`src/design/teq_pkg.sv`:
```
// Shared constants, codes and types of the timed event queue.
package teq_pkg;

  localparam int QUEUE_DEPTH = 16;
  localparam int TAG_BITS    = 16;
  localparam int TIME_BITS   = 32;

  localparam int IDX_BITS  = $clog2(QUEUE_DEPTH);
  localparam int CNT_BITS  = $clog2(QUEUE_DEPTH + 1);

  typedef logic [IDX_BITS-1:0]  idx_t;
  typedef logic [CNT_BITS-1:0]  cnt_t;
  typedef logic [TIME_BITS-1:0] stamp_t;
  typedef logic [TAG_BITS-1:0]  tag_t;

  typedef logic [1:0] status_t;
  localparam status_t ST_INSERTED = 2'd0;
  localparam status_t ST_POPPED   = 2'd1;
  localparam status_t ST_NOTHING  = 2'd2;
  localparam status_t ST_FULL     = 2'd3;

  localparam logic MODE_INSERT = 1'b0;
  localparam logic MODE_POLL   = 1'b1;

  typedef struct packed {
    logic   mode;
    stamp_t event_time;
    tag_t   event_tag;
    stamp_t now_time;
  } in_item_t;

  typedef struct packed {
    status_t status;
    tag_t    popped_tag;
    stamp_t  popped_time;
    cnt_t    fill_count;
  } out_item_t;

  // One stored event.
  typedef struct packed {
    stamp_t stamp;
    tag_t   tag;
  } slot_t;

  // Access request from the sequencer to the slot store.
  typedef struct packed {
    logic  wr_en;
    idx_t  wr_addr;
    slot_t wr_data;
    logic  rd_en;
    idx_t  rd_addr;
  } ram_req_t;

endpackage

```
`src/design/teq_if.sv`:
```
// Valid/ready channel interfaces for the request and result streams.
interface teq_in_if;
  import teq_pkg::*;
  logic     valid;
  logic     ready;
  in_item_t data;
  modport source (output valid, output data, input ready);
  modport sink (input valid, input data, output ready);
endinterface

interface teq_out_if;
  import teq_pkg::*;
  logic      valid;
  logic      ready;
  out_item_t data;
  modport source (output valid, output data, input ready);
  modport sink (input valid, input data, output ready);
endinterface

```
`src/design/teq_slot_store.sv`:
```
// Event slot memory: one write port and one read port with registered read data.
module teq_slot_store (
  input  logic              clk,
  input  teq_pkg::ram_req_t req,
  output teq_pkg::slot_t    rd_data
);
  import teq_pkg::*;

  slot_t mem [QUEUE_DEPTH];

  always_ff @(posedge clk) begin
    if (req.wr_en) begin
      mem[req.wr_addr] <= req.wr_data;
    end
  end

  always_ff @(posedge clk) begin
    if (req.rd_en) begin
      rd_data <= mem[req.rd_addr];
    end
  end

endmodule

```
`src/design/teq_core_top.sv`:
```
// Top level of the timed event queue: sequencer around a sorted ring of slots.
// A poll reads the head slot and compares it in S_POLL_CMP; a full-insert or an empty-poll goes
// straight to S_RESULT; an insert walks down from the tail with one memory read per later
// event. Requests are taken one at a time: the next request is taken once the result has
// moved into the output register, even while that result waits there.
// Reset clears the fill count, ring head and result valid flag; slot contents are kept.
module timed_event_queue_core (
  input logic       clk,
  input logic       rst,
  teq_in_if.sink    req,
  teq_out_if.source rsp
);
  import teq_pkg::*;

  typedef enum logic [2:0] {
    S_IDLE,
    S_INS_STEP,
    S_INS_CMP,
    S_POLL_CMP,
    S_RESULT
  } state_t;

  // The events live in a ring: logical slot 0 (earliest event) sits at head.
  // A pop only advances head, so it never moves data. An insert walks from the
  // tail toward the head, moving each later event up by one slot, and drops
  // the new event into the hole that is left.
  state_t    state;
  cnt_t      count;
  idx_t      head;
  idx_t      pos;       // logical index of the current hole during an insert
  stamp_t    key_time;  // event time of an insert, current time of a poll
  tag_t      key_tag;
  out_item_t res;
  out_item_t out_reg;
  logic      out_valid;

  ram_req_t  ram_req;
  slot_t     rd_data;

  logic      accept;
  logic      is_later;
  logic      load_out;

  teq_slot_store u_store (
    .clk     (clk),
    .req     (ram_req),
    .rd_data (rd_data)
  );

  // Physical address of a logical slot, wrapping at the queue depth.
  function automatic idx_t phys(input idx_t base, input idx_t lidx);
    logic [IDX_BITS:0] sum;
    sum = {1'b0, base} + {1'b0, lidx};
    if (sum >= (IDX_BITS + 1)'(QUEUE_DEPTH)) begin
      sum = sum - (IDX_BITS + 1)'(QUEUE_DEPTH);
    end
    return sum[IDX_BITS-1:0];
  endfunction

  assign accept    = req.valid && req.ready;
  assign req.ready = (state == S_IDLE);
  assign rsp.valid = out_valid;
  assign rsp.data  = out_reg;

  // The finished result moves into the output register when that register is
  // empty or its current result leaves in this same cycle.
  assign load_out = (state == S_RESULT) && (!out_valid || rsp.ready);

  // The stored event just read is strictly later than the one being inserted.
  assign is_later = key_time < rd_data.stamp;

  // Memory accesses. In the compare state a move of one event and the read of
  // the next lower slot go out in the same cycle at different addresses, so
  // the walk proceeds at one slot per cycle without any forwarding.
  always_comb begin
    ram_req         = '0;
    ram_req.wr_data = '{stamp: key_time, tag: key_tag};
    case (state)
      S_IDLE: begin
        if (accept && req.data.mode == MODE_POLL && count != '0) begin
          ram_req.rd_en   = 1'b1;
          ram_req.rd_addr = head;
        end
      end
      S_INS_STEP: begin
        if (pos == '0) begin
          ram_req.wr_en   = 1'b1;
          ram_req.wr_addr = head;
        end else begin
          ram_req.rd_en   = 1'b1;
          ram_req.rd_addr = phys(head, pos - idx_t'(1));
        end
      end
      S_INS_CMP: begin
        ram_req.wr_en   = 1'b1;
        ram_req.wr_addr = phys(head, pos);
        if (is_later) begin
          ram_req.wr_data = rd_data;
          if (pos != idx_t'(1)) begin
            ram_req.rd_en   = 1'b1;
            ram_req.rd_addr = phys(head, pos - idx_t'(2));
          end
        end
      end
      default: begin
      end
    endcase
  end

  always_ff @(posedge clk) begin
    if (rst) begin
      state     <= S_IDLE;
      count     <= '0;
      head      <= '0;
      out_valid <= 1'b0;
    end else begin
      // A waiting result leaves on its transfer unless a new one replaces it.
      if (load_out) begin
        out_reg   <= res;
        out_valid <= 1'b1;
      end else if (rsp.ready) begin
        out_valid <= 1'b0;
      end
      case (state)
        S_IDLE: begin
          if (accept) begin
            res.popped_tag  <= '0;
            res.popped_time <= '0;
            res.fill_count  <= count;
            key_tag <= req.data.event_tag;
            pos     <= count[IDX_BITS-1:0];
            if (req.data.mode == MODE_INSERT) begin
              key_time <= req.data.event_time;
              if (count == cnt_t'(QUEUE_DEPTH)) begin
                res.status <= ST_FULL;
                state      <= S_RESULT;
              end else begin
                res.status <= ST_INSERTED;
                state      <= S_INS_STEP;
              end
            end else begin
              key_time   <= req.data.now_time;
              res.status <= ST_NOTHING;
              if (count == '0) begin
                state <= S_RESULT;
              end else begin
                state <= S_POLL_CMP;
              end
            end
          end
        end
        S_INS_STEP: begin
          if (pos == '0) begin
            count          <= count + cnt_t'(1);
            res.status     <= ST_INSERTED;
            res.fill_count <= count + cnt_t'(1);
            state          <= S_RESULT;
          end else begin
            state <= S_INS_CMP;
          end
        end
        S_INS_CMP: begin
          if (is_later) begin
            pos <= pos - idx_t'(1);
            // With the hole now at slot 0 the new event is written there next.
            if (pos == idx_t'(1)) begin
              state <= S_INS_STEP;
            end
          end else begin
            count          <= count + cnt_t'(1);
            res.status     <= ST_INSERTED;
            res.fill_count <= count + cnt_t'(1);
            state          <= S_RESULT;
          end
        end
        S_POLL_CMP: begin
          // An event whose time equals the current time is not yet due.
          if (rd_data.stamp < key_time) begin
            head            <= phys(head, idx_t'(1));
            count           <= count - cnt_t'(1);
            res.status      <= ST_POPPED;
            res.popped_tag  <= rd_data.tag;
            res.popped_time <= rd_data.stamp;
            res.fill_count  <= count - cnt_t'(1);
          end
          state <= S_RESULT;
        end
        S_RESULT: begin
          if (load_out) begin
            state <= S_IDLE;
          end
        end
        default: begin
          state <= S_IDLE;
        end
      endcase
    end
  end

endmodule

```
`src/flat_wrapper.sv`:
```
// flat-port wrapper written by rule: the top's interface ports become plain ports
module timed_event_queue_core_flat import teq_pkg::*;
  (clk, rst, req_valid, req_data, req_ready, rsp_valid, rsp_data, rsp_ready);
  teq_in_if req_i ();
  teq_out_if rsp_i ();
  input logic clk;
  input logic rst;
  input wire logic [$bits(req_i.valid)-1:0] req_valid;
  input wire logic [$bits(req_i.data)-1:0] req_data;
  output wire logic [$bits(req_i.ready)-1:0] req_ready;
  output wire logic [$bits(rsp_i.valid)-1:0] rsp_valid;
  output wire logic [$bits(rsp_i.data)-1:0] rsp_data;
  input wire logic [$bits(rsp_i.ready)-1:0] rsp_ready;
  assign req_i.valid = req_valid;
  assign req_i.data = req_data;
  assign req_ready = req_i.ready;
  assign rsp_valid = rsp_i.valid;
  assign rsp_data = rsp_i.data;
  assign rsp_i.ready = rsp_ready;
  timed_event_queue_core u_core (.clk(clk), .rst(rst), .req(req_i), .rsp(rsp_i));
endmodule
```
`config.mk`:
```
export PLATFORM = sky130hd
export DESIGN_NAME = timed_event_queue_core_flat
export DESIGN_NICKNAME = d
export VERILOG_FILES = /design/src/design/teq_pkg.sv /design/src/design/teq_if.sv /design/src/design/teq_slot_store.sv /design/src/design/teq_core_top.sv /design/src/flat_wrapper.sv
export SDC_FILE = /design/constraint.sdc
export NUM_CORES = 1
export LEC_CHECK = 0
export BUFFER_PORTS_ARGS = -buffer_cell sky130_fd_sc_hd__clkbuf_2
export CAP_MARGIN = 20
export CORE_MARGIN = 10
export CORE_UTILIZATION = 40
export DETAILED_ROUTE_END_ITERATION = 6
export PLACE_DENSITY = 0.55
export SETUP_SLACK_MARGIN = 0.5
export SYNTH_ARGS = -nofsm -noshare
export SYNTH_HDL_FRONTEND = slang
export SYNTH_SLANG_ARGS = --single-unit
```
`constraint.sdc`:
```
create_clock -name clk -period 5.8 [get_ports clk]
set_input_delay 0.29 -clock clk [delete_from_list [all_inputs] [get_ports clk]]
set_output_delay 0.29 -clock clk [all_outputs]
set_load 0.05 [all_outputs]
```
==> key figures, run 1 <==
Status
  • Status: finished, final reports clean

Clocking
  • CTS tree: done
  • H-tree levels: 3
  • Setup bufs post-CTS: 0
  • Clock Pin Slew Worst Setup and Hold Paths: approximately 0.06 ns
  • TritonCTS Buffers: 103
  • CTS Buffer Depth: 3
  • Root buf cell: clkbuf_16
  • Sink Count: slightly below 1,000
  • Clk Latency, worst-skew pair: between 0.6 and 0.7 ns

Power and ir drop
  • Clk pwr share: about 30%
  • Pwr dens: ~500 nW/µm²
  • Cell-internal power: 15.7 mW
  • Peak VDD IR: 428 µV
  • Leakage dissipation: roughly 16 nW
  • Reg power frac: 41.7%
  • Sw Share: 33.0%
  • Power after layout: ~23 mW
  • Net switching power: a little under 8 mW
  • Combinational Power Share: 28.8%

Setup path
  • CP Max Fanout: 38
  • Slowest stage delay, CP: between 0.5 and 0.6 ns
  • Worst EP arrival: just over 5 ns
  • Worst EP required: roughly 6.2 ns
  • Capture point of the worst reg-to-reg path: u_core.u_store.rd_data[46]
  • Crit path cell chain: inv_1, ha_1, nand4_1, nor4_1, and4_1, o41a_1, nor3_1, o21ai_4, buf_12, a31o_2, a31oi_1, a311o_1
  • Reg2Reg Launch Point: u_core.u_store.rd_data[47]
  • Internal reg-to-reg setup slack: between 1 and 1.5 ns
  • Reg2Reg Depth: 12
  • CP endpoint kind: flop
  • CP startpoint kind: flop
  • Critical Path Start: u_core.u_store.rd_data[47]
  • CP max stage cell: o41a_1
  • Setup Crit Path Kind: flop to flop
  • Worst Setup EP: u_core.u_store.rd_data[46]

Layout
  • Area delta synth->final: 17.1%
  • Nets: 3,230
  • Diodes inserted: 0
  • Most frequent cells in the layout: edfxtp_1, nand2_1, nand3_1
  • Commonest non-fill, non-tap cell in the layout: edfxtp_1
  • Fraction of layout cells with a size suffix above 1: 16.0%

Global route
  • Largest net degree at the start of global routing: 121
  • Initial antenna violation count: 1
  • Total congestion overflow: 0
  • GRT Overall Usage: between 10% and 20%
  • Vias in the first global route: approximately 24,000
  • First-pass GRT wire length: approximately 160 mm

Die
  • # IOs: ~140
  • # rows: about 120
  • DIE WIDTH: between 300 and 400 µm
  • Effective utilization at floorplan: 40.5%
  • Core Area: 98,900 µm²
  • Die height: about 340 µm
  • Die area: 113,000 µm²

Timing
  • Slew headroom: 23.5%
  • RSZ-0062 raised after global routing: no
  • Final setup TNS: 0 ns
  • Final hold violations: 0
  • Min Tclk post-route: between 4 and 5 ns
  • Actual slew at the worst max-slew pin: approximately 1.1 ns
  • Achievable clock frequency: between 200 and 250 MHz
  • Slew Viols, Final: 0
  • Worst hold margin: between 0.05 and 0.06 ns
  • Clock Skew: slightly above 0.02 ns
  • Period utilisation layout: ~82%
  • Final setup violation count: 0

Logic synthesis
  • Post-synthesis register bit count: 991
  • Net Count, Synth: between 3,000 and 4,000
  • Number of synthesized flops with an enable pin: between 900 and 1,000
  • Ys async rst share: 0%
  • Synth Instances: around 2,900
  • Sequential share of the synthesized area: 74.0%
  • Ys Warns: 0
  • Library cells used by synthesis: 66
  • Mapped cell area: 40,000 µm²
  • Ys flop type: edfxtp_1
  • Syn_area_per_cell: 13.9 µm²

Routing
  • WL/cell: around 24 µm
  • Post-Route WL: 108 mm
  • Pre-antenna DRT Iters: 6
  • ANT nets after route: 0
  • Drc violations: 0
  • Vias: 24,400
  • Vias per cell: between 5 and 6
  • Initial drt markers: roughly 2,300

Min path
  • Hold Path Class: input pin to flop

Flow run
  • Max-Cap Viols: 0

Placement
  • DP HPWL: roughly 55 mm
  • # port buffers: about 140
  • Gpl congestion: 0.778
through the flow:
| step | instance area, µm² | setup slack, ns | instances | utilization [%] |
|---|---|---|---|---|
| 6_report | 46800 | 1.06 | 4466 | 47.4 |
| 5_1_grt | 46800 | 0.826 | 4466 | 47.4 |
| 4_1_cts | 46800 | 1.09 | 4466 | 47.4 |
| 3_5_place_dp | 42500 | 1.11 | 4196 | 43.0 |
| 3_3_place_gp | 42400 | 1.21 | 4193 | 42.9 |
| 2_1_floorplan | 40000 | 0.646 | 2875 | - |
cell usage after synthesis, drive strengths merged (3+ instances only):
master	number	share of area [%]
and3	3	0.047
a21oi	27	0.34
a21boi	3	0.056
xnor2	10	0.22
a31oi	97	1.5
a311o	48	1.2
nor3	10	0.17
nor3b	6	0.14
and2	50	0.78
inv	43	0.40
a22oi	4	0.088
fa	3	0.15
buf	97	1.4
nand2	798	7.5
o21ai	16	0.21
edfxtp	978	73
a32o	48	1.2
xor2	13	0.28
nor2	46	0.43
mux2	80	2.3
clkbuf	77	0.72
nand3	250	3.1
nand4	8	0.13
a31o	49	1.1
nand2b	6	0.094
nor2b	4	0.081
dfxtp	13	0.65
nor4b	3	0.066
a21o	7	0.13
ha	47	1.5
flip-flops by register name, indices dropped and copies added, names as in the netlist:
register	cells
u_core.u_store.mem	768
u_core.res	55
u_core.rsp.data	55
u_core.u_store.rd_data	48
u_core.key_time	32
u_core.key_tag	16
u_core.count	5
u_core.head	4
u_core.pos	4
u_core.state	3
u_core.rsp.valid	1
area by class of cell:
class / count / area, µm²
fill: 8535 / 52000
sequential: 991 / 29600
multi-input combinational: 1667 / 9560
clock buffer: 123 / 2740
timing repair buffer: 289 / 2360
tap: 1287 / 1610
clock inverter: 66 / 787
inverter: 43 / 161
layer usage:
metal | routed length [µm] | vias up | GRT usage, % | share of wire, %
met4 | 3230 | 0 | 6.58 | 3.0
li1 | - | 11100 | - | -
met5 | 0 | - | 0 | 0
met3 | 6960 | 190 | 3.22 | 6.4
met1 | 46300 | 12300 | 25.2 | 43
met2 | 51700 | 856 | 30.7 | 48
worst max-delay path, delay by kind of cell, from the launching register on:
| family | cells | cell delay, ns |
|---|---|---|
| AOI/OAI and AO/OA | 5 | 1.65 |
| and+or+nand+nor | 4 | 1.52 |
| DFF | 1 | 0.48 |
| buffers and inverters | 2 | 0.47 |
| adders and majority gates | 1 | 0.30 |
cells by family (layout without fill, tap and decap cells):
| family | after synthesis | count (layout) | share of synthesized area, % |
|---|---|---|---|
| AND/OR/NAND/NOR | 1197 | 1197 | 12.8 |
| flip-flops | 991 | 991 | 74.0 |
| AO/OA/AOI/OAI | 316 | 316 | 6.18 |
| buffers and inverters | 217 | 521 | 2.57 |
| multiplexers | 81 | 81 | 2.28 |
| adder cells (fa/ha/maj) | 50 | 50 | 1.62 |
| XOR/XNOR | 23 | 23 | 0.503 |
worst min path at each step:
stage                   start                   to  depth (start not counted)
2_1_floorplan    req_data[32]    u_core.key_tag[0]                          0
3_3_place_gp   u_core.res[21]  u_core.rsp.data[21]                          0
3_5_place_dp   u_core.res[32]  u_core.rsp.data[32]                          0
4_1_cts             req_valid      u_core.state[0]                          3
5_1_grt             req_valid      u_core.state[0]                          3
6_report            req_valid      u_core.state[0]                          3
repair_timing:
action	in CTS	in global routing
gates resized for setup	0	0
hold buffers	81	0
endpoints found under the hold margin	49	0
power groups by stage:
stage	Sequential (mW)	Clock, mW	Combinational (mW)
finish	9.75	6.89	6.72
global route	9.81	7.29	7.32
CTS	9.75	7.00	6.74
detailed placement	9.89	0	6.66
global placement	9.89	0	6.53
floorplan	9.87	0	4.32
(Power assumes the default switching activity.)
==> run 2, diff against run 1 <==
PLACE_DENSITY = 0.57   (was 0.55)
clock period = 4.1 ns   (was 5.8 ns; I/O delays follow)
==> run 2 against run 1 <==
Compared with the run above:
- clock power up 35%
- combinational power up 71%
- maximum frequency up 21%
- critical path type unchanged
- largest cell class unchanged
- clock skew up 0.013 ns
- core utilization up 2.1 points
- first-iteration DRC count up 8.8%
- via count up 3.8%
- worst setup slack worse by 0.87 ns
- final area up 4.5%
- non-clock buffer count up 129
- wire length up 5.5%
- register-to-register slack worse by 0.87 ns
==> key figures, run 2 (synthesis gave the netlist of run 1 again) <==
Status
  • Status: finished, final reports clean

Layout
  • Fraction of layout cells with a size suffix above 1: 19.7% (+3.7 points)
  • Final non-filler cell area: 49,000 µm² (+4.5%)
  • Commonest non-fill, non-tap cell in the layout: edfxtp_1
  • Number of flip-flops in the largest register: 768 (unchanged)
  • Multi-input gate area: 9920 µm² (+3.7%)
  • Most frequent cells in the layout: edfxtp_1, nand2_1, nand3_1
  • Diodes inserted: 0 (unchanged)
  • Register with the most flip-flops: u_core.u_store.mem
  • Fill cells: 8,274 (-3.1%)
  • Storage cell area: 29,600 µm² (unchanged)
  • Nets: 3,360 (+4.0%)
  • Final Core Density: 49.5% (+2.1 points)
  • Area delta synth->final: 22.3%

Clocking
  • Clk Latency, worst-skew pair: 0.67 ns (about the same)
  • Root buf cell: clkbuf_16
  • Sink Count: 991 (unchanged)
  • Clock Pin Slew Worst Setup and Hold Paths: 0.06 ns (about the same)
  • CTS Buffer Depth: 3 (unchanged)
  • TritonCTS Buffers: 102 (-0.97%)
  • CTS tree: done
  • H-tree levels: 3 (unchanged)

Global route
  • GRT Overall Usage: 19.7% (+0.86 points)
  • Total congestion overflow: 0 (unchanged)
  • Initial antenna violation count: 3 (+2)
  • Largest net degree at the start of global routing: 82 (-32%)
  • Vias in the first global route: 25,100 (+3.9%)
  • First-pass GRT wire length: 167 mm (+4.9%)

Setup path
  • Reg2Reg Launch Point: u_core.u_store.rd_data[17]
  • Cell mode on critical path: buf_4
  • Setup Crit Path Kind: flop to flop
  • CP endpoint kind: flop
  • Worst EP arrival: 4.32 ns (-0.85 ns)
  • Crit path cell chain: inv_2, ha_4, nor2b_1, o211ai_1, a21boi_1, buf_4, o41a_1, buf_6, buf_4, o21a_4, buf_12, nand2_1, nand3_1, a32o_1, a311o_1
  • CP startpoint kind: flop
  • CP Max Fanout: 81 (+110%)
  • CP max stage cell: edfxtp_1
  • Crit-path leading delay family: compound AO/OA/AOI/OAI gates
  • Worst Path Buf+Inv: 5 (+3)
  • Slowest stage delay, CP: 0.45 ns (-0.13 ns)
  • Worst EP required: 4.51 ns (-1.72 ns)
  • Critical Path Start: u_core.u_store.rd_data[17]

Power and ir drop
  • Peak VDD IR: 358 µV (-16%)
  • Power after layout: 34.5 mW (+48%)
  • Leakage dissipation: 17.5 nW (+6.7%)
  • Pwr dens: 705 nW/µm² (+41%)

Routing
  • Vias per cell: 5.52 (+0.91%)
  • Top sig layer: met5
  • Post-Route WL: 114 mm (+5.5%)
  • WL met2: 54.5 mm (+5.5%)
  • WL/cell: 24.8 µm (+2.5%)
  • ANT nets after route: 0 (unchanged)
  • Vias: 25,400 (+3.8%)
  • Wl on met1: 47.8 mm (+3.1%)
  • Initial drt markers: 2,503 (+8.8%)
  • Drc violations: 0 (unchanged)
  • Routed wl met3: 8.41 mm (+21%)
  • Pre-antenna DRT Iters: 6 (unchanged)

Die
  • Effective utilization at floorplan: 40.5% (unchanged)
  • # rows: 115 (unchanged)
  • DIE WIDTH: 336 µm (unchanged)
  • Die area: 113,000 µm² (unchanged)
  • Die height: 336 µm (unchanged)
  • # IOs: 142 (unchanged)
  • Core Area: 98,900 µm² (unchanged)

Timing
  • Final setup violation count: 0 (unchanged)
  • RSZ-0062 raised after global routing: yes
  • Final hold violations: 0 (unchanged)
  • Actual slew at the worst max-slew pin: 1.00 ns (-0.146 ns)
  • Worst hold margin: 0.0940 ns (+0.0409 ns)
  • Slew headroom: 33.1% (+9.6 points)
  • Clock Skew: 0.0337 ns (+0.0134 ns)
  • Period utilisation layout: 95.4% (+14 points)
  • Slew Viols, Final: 0 (unchanged)
  • Min Tclk post-route: 3.91 ns (-0.827 ns)
  • Achievable clock frequency: 256 MHz (+21%)

Placement
  • # port buffers: 141 (unchanged)
  • Gpl congestion: 0.836 (+7.5%)
  • DP HPWL: 59.3 mm (+7.1%)
  • Dpl cell area: 43,500 µm² (+2.3%)

Min path
  • Hold Path Class: input pin to flop
  • Hold Crit Start: rst

Flow run
  • Max-Cap Viols: 0 (unchanged)
-- run 2: changes by cell type in the layout (fill, tap and decap cells not counted), moves of 4 or more --
| cell | previous run | this run |
|---|---|---|
| buf_6 | 1 | 15 |
| buf_16 | 2 | 18 |
| mux2_2 | 80 | 34 |
| clkbuf_1 | 14 | 19 |
| bufinv_16 | 18 | 12 |
| buf_12 | 24 | 62 |
| mux2_4 | 0 | 47 |
| buf_4 | 40 | 92 |
| clkbuf_16 | 105 | 109 |
-- run 2: report_power, final --
part / total, mW / internal [mW] / switching [mW] / leakage, nW
clock: 9.28 / 5.45 / 3.83 / 1.64
sequential: 13.8 / 13.2 / 0.545 / 8.97
combinational: 11.5 / 4.40 / 7.05 / 6.84
-- run 2: layout make-up --
type,count,area share (%)
repair buffers,418,8.78
flip-flops and latches,991,60.5
multi-input cells,1669,20.3
inverters,43,0.330
clock inverters,63,1.30
clock buffers,125,5.54
well taps,1287,3.29
-- run 2: per-stage QoR --
| step | instances | setup TNS [ns] | worst slack (ns) |
|---|---|---|---|
| 6_report | 4596 | 0 | 0.189 |
| 5_1_grt | 4596 | 0 | 0.120 |
| 4_1_cts | 4584 | 0 | 0.222 |
| 3_5_place_dp | 4275 | -8.12 | -0.218 |
| 3_3_place_gp | 4274 | -14.86 | -0.419 |
| 2_1_floorplan | 2875 | -86.25 | -0.310 |
-- run 2: path summary, 6_finish.rpt --
kind | slack [ns] | cells past startpoint | to
max | 0.19 | 15 | u_core.u_store.rd_data[35]
min | 0.09 | 2 | u_core.rsp.valid
min reg2reg | 0.40 | 0 | u_core.rsp.data[21]
max reg2reg | 0.19 | 15 | u_core.u_store.rd_data[35]
-- run 2: layer usage --
metal  global-route usage [%]  vias to the layer above
met5                        0                        -
met2                     32.4                     1049
met1                     26.3                    12700
met3                     3.32                      222
met4                     6.36                        4
li1                         -                    11400
-- run 2: worst reg2reg max path: stages (launching register included) --
cell	delay [ns]
edfxtp_1	0.45
inv_2	0.10
ha_4	0.19
nor2b_1	0.12
o211ai_1	0.35
a21boi_1	0.15
buf_4	0.15
o41a_1	0.40
buf_6	0.17
buf_4	0.13
o21a_4	0.28
buf_12	0.22
nand2_1	0.25
nand3_1	0.09
a32o_1	0.27
a311o_1	0.31
-- run 2: what timing repair did --
action | 4_1_cts | 5_1_grt
pin swaps | 26 | 6
buffers inserted | 23 | 7
gates resized for setup | 64 | 60
endpoints found under the setup margin | 931 | 860
hold buffers | 82 | 0
endpoints found under the hold margin | 51 | 0
cloned | 16 | 5
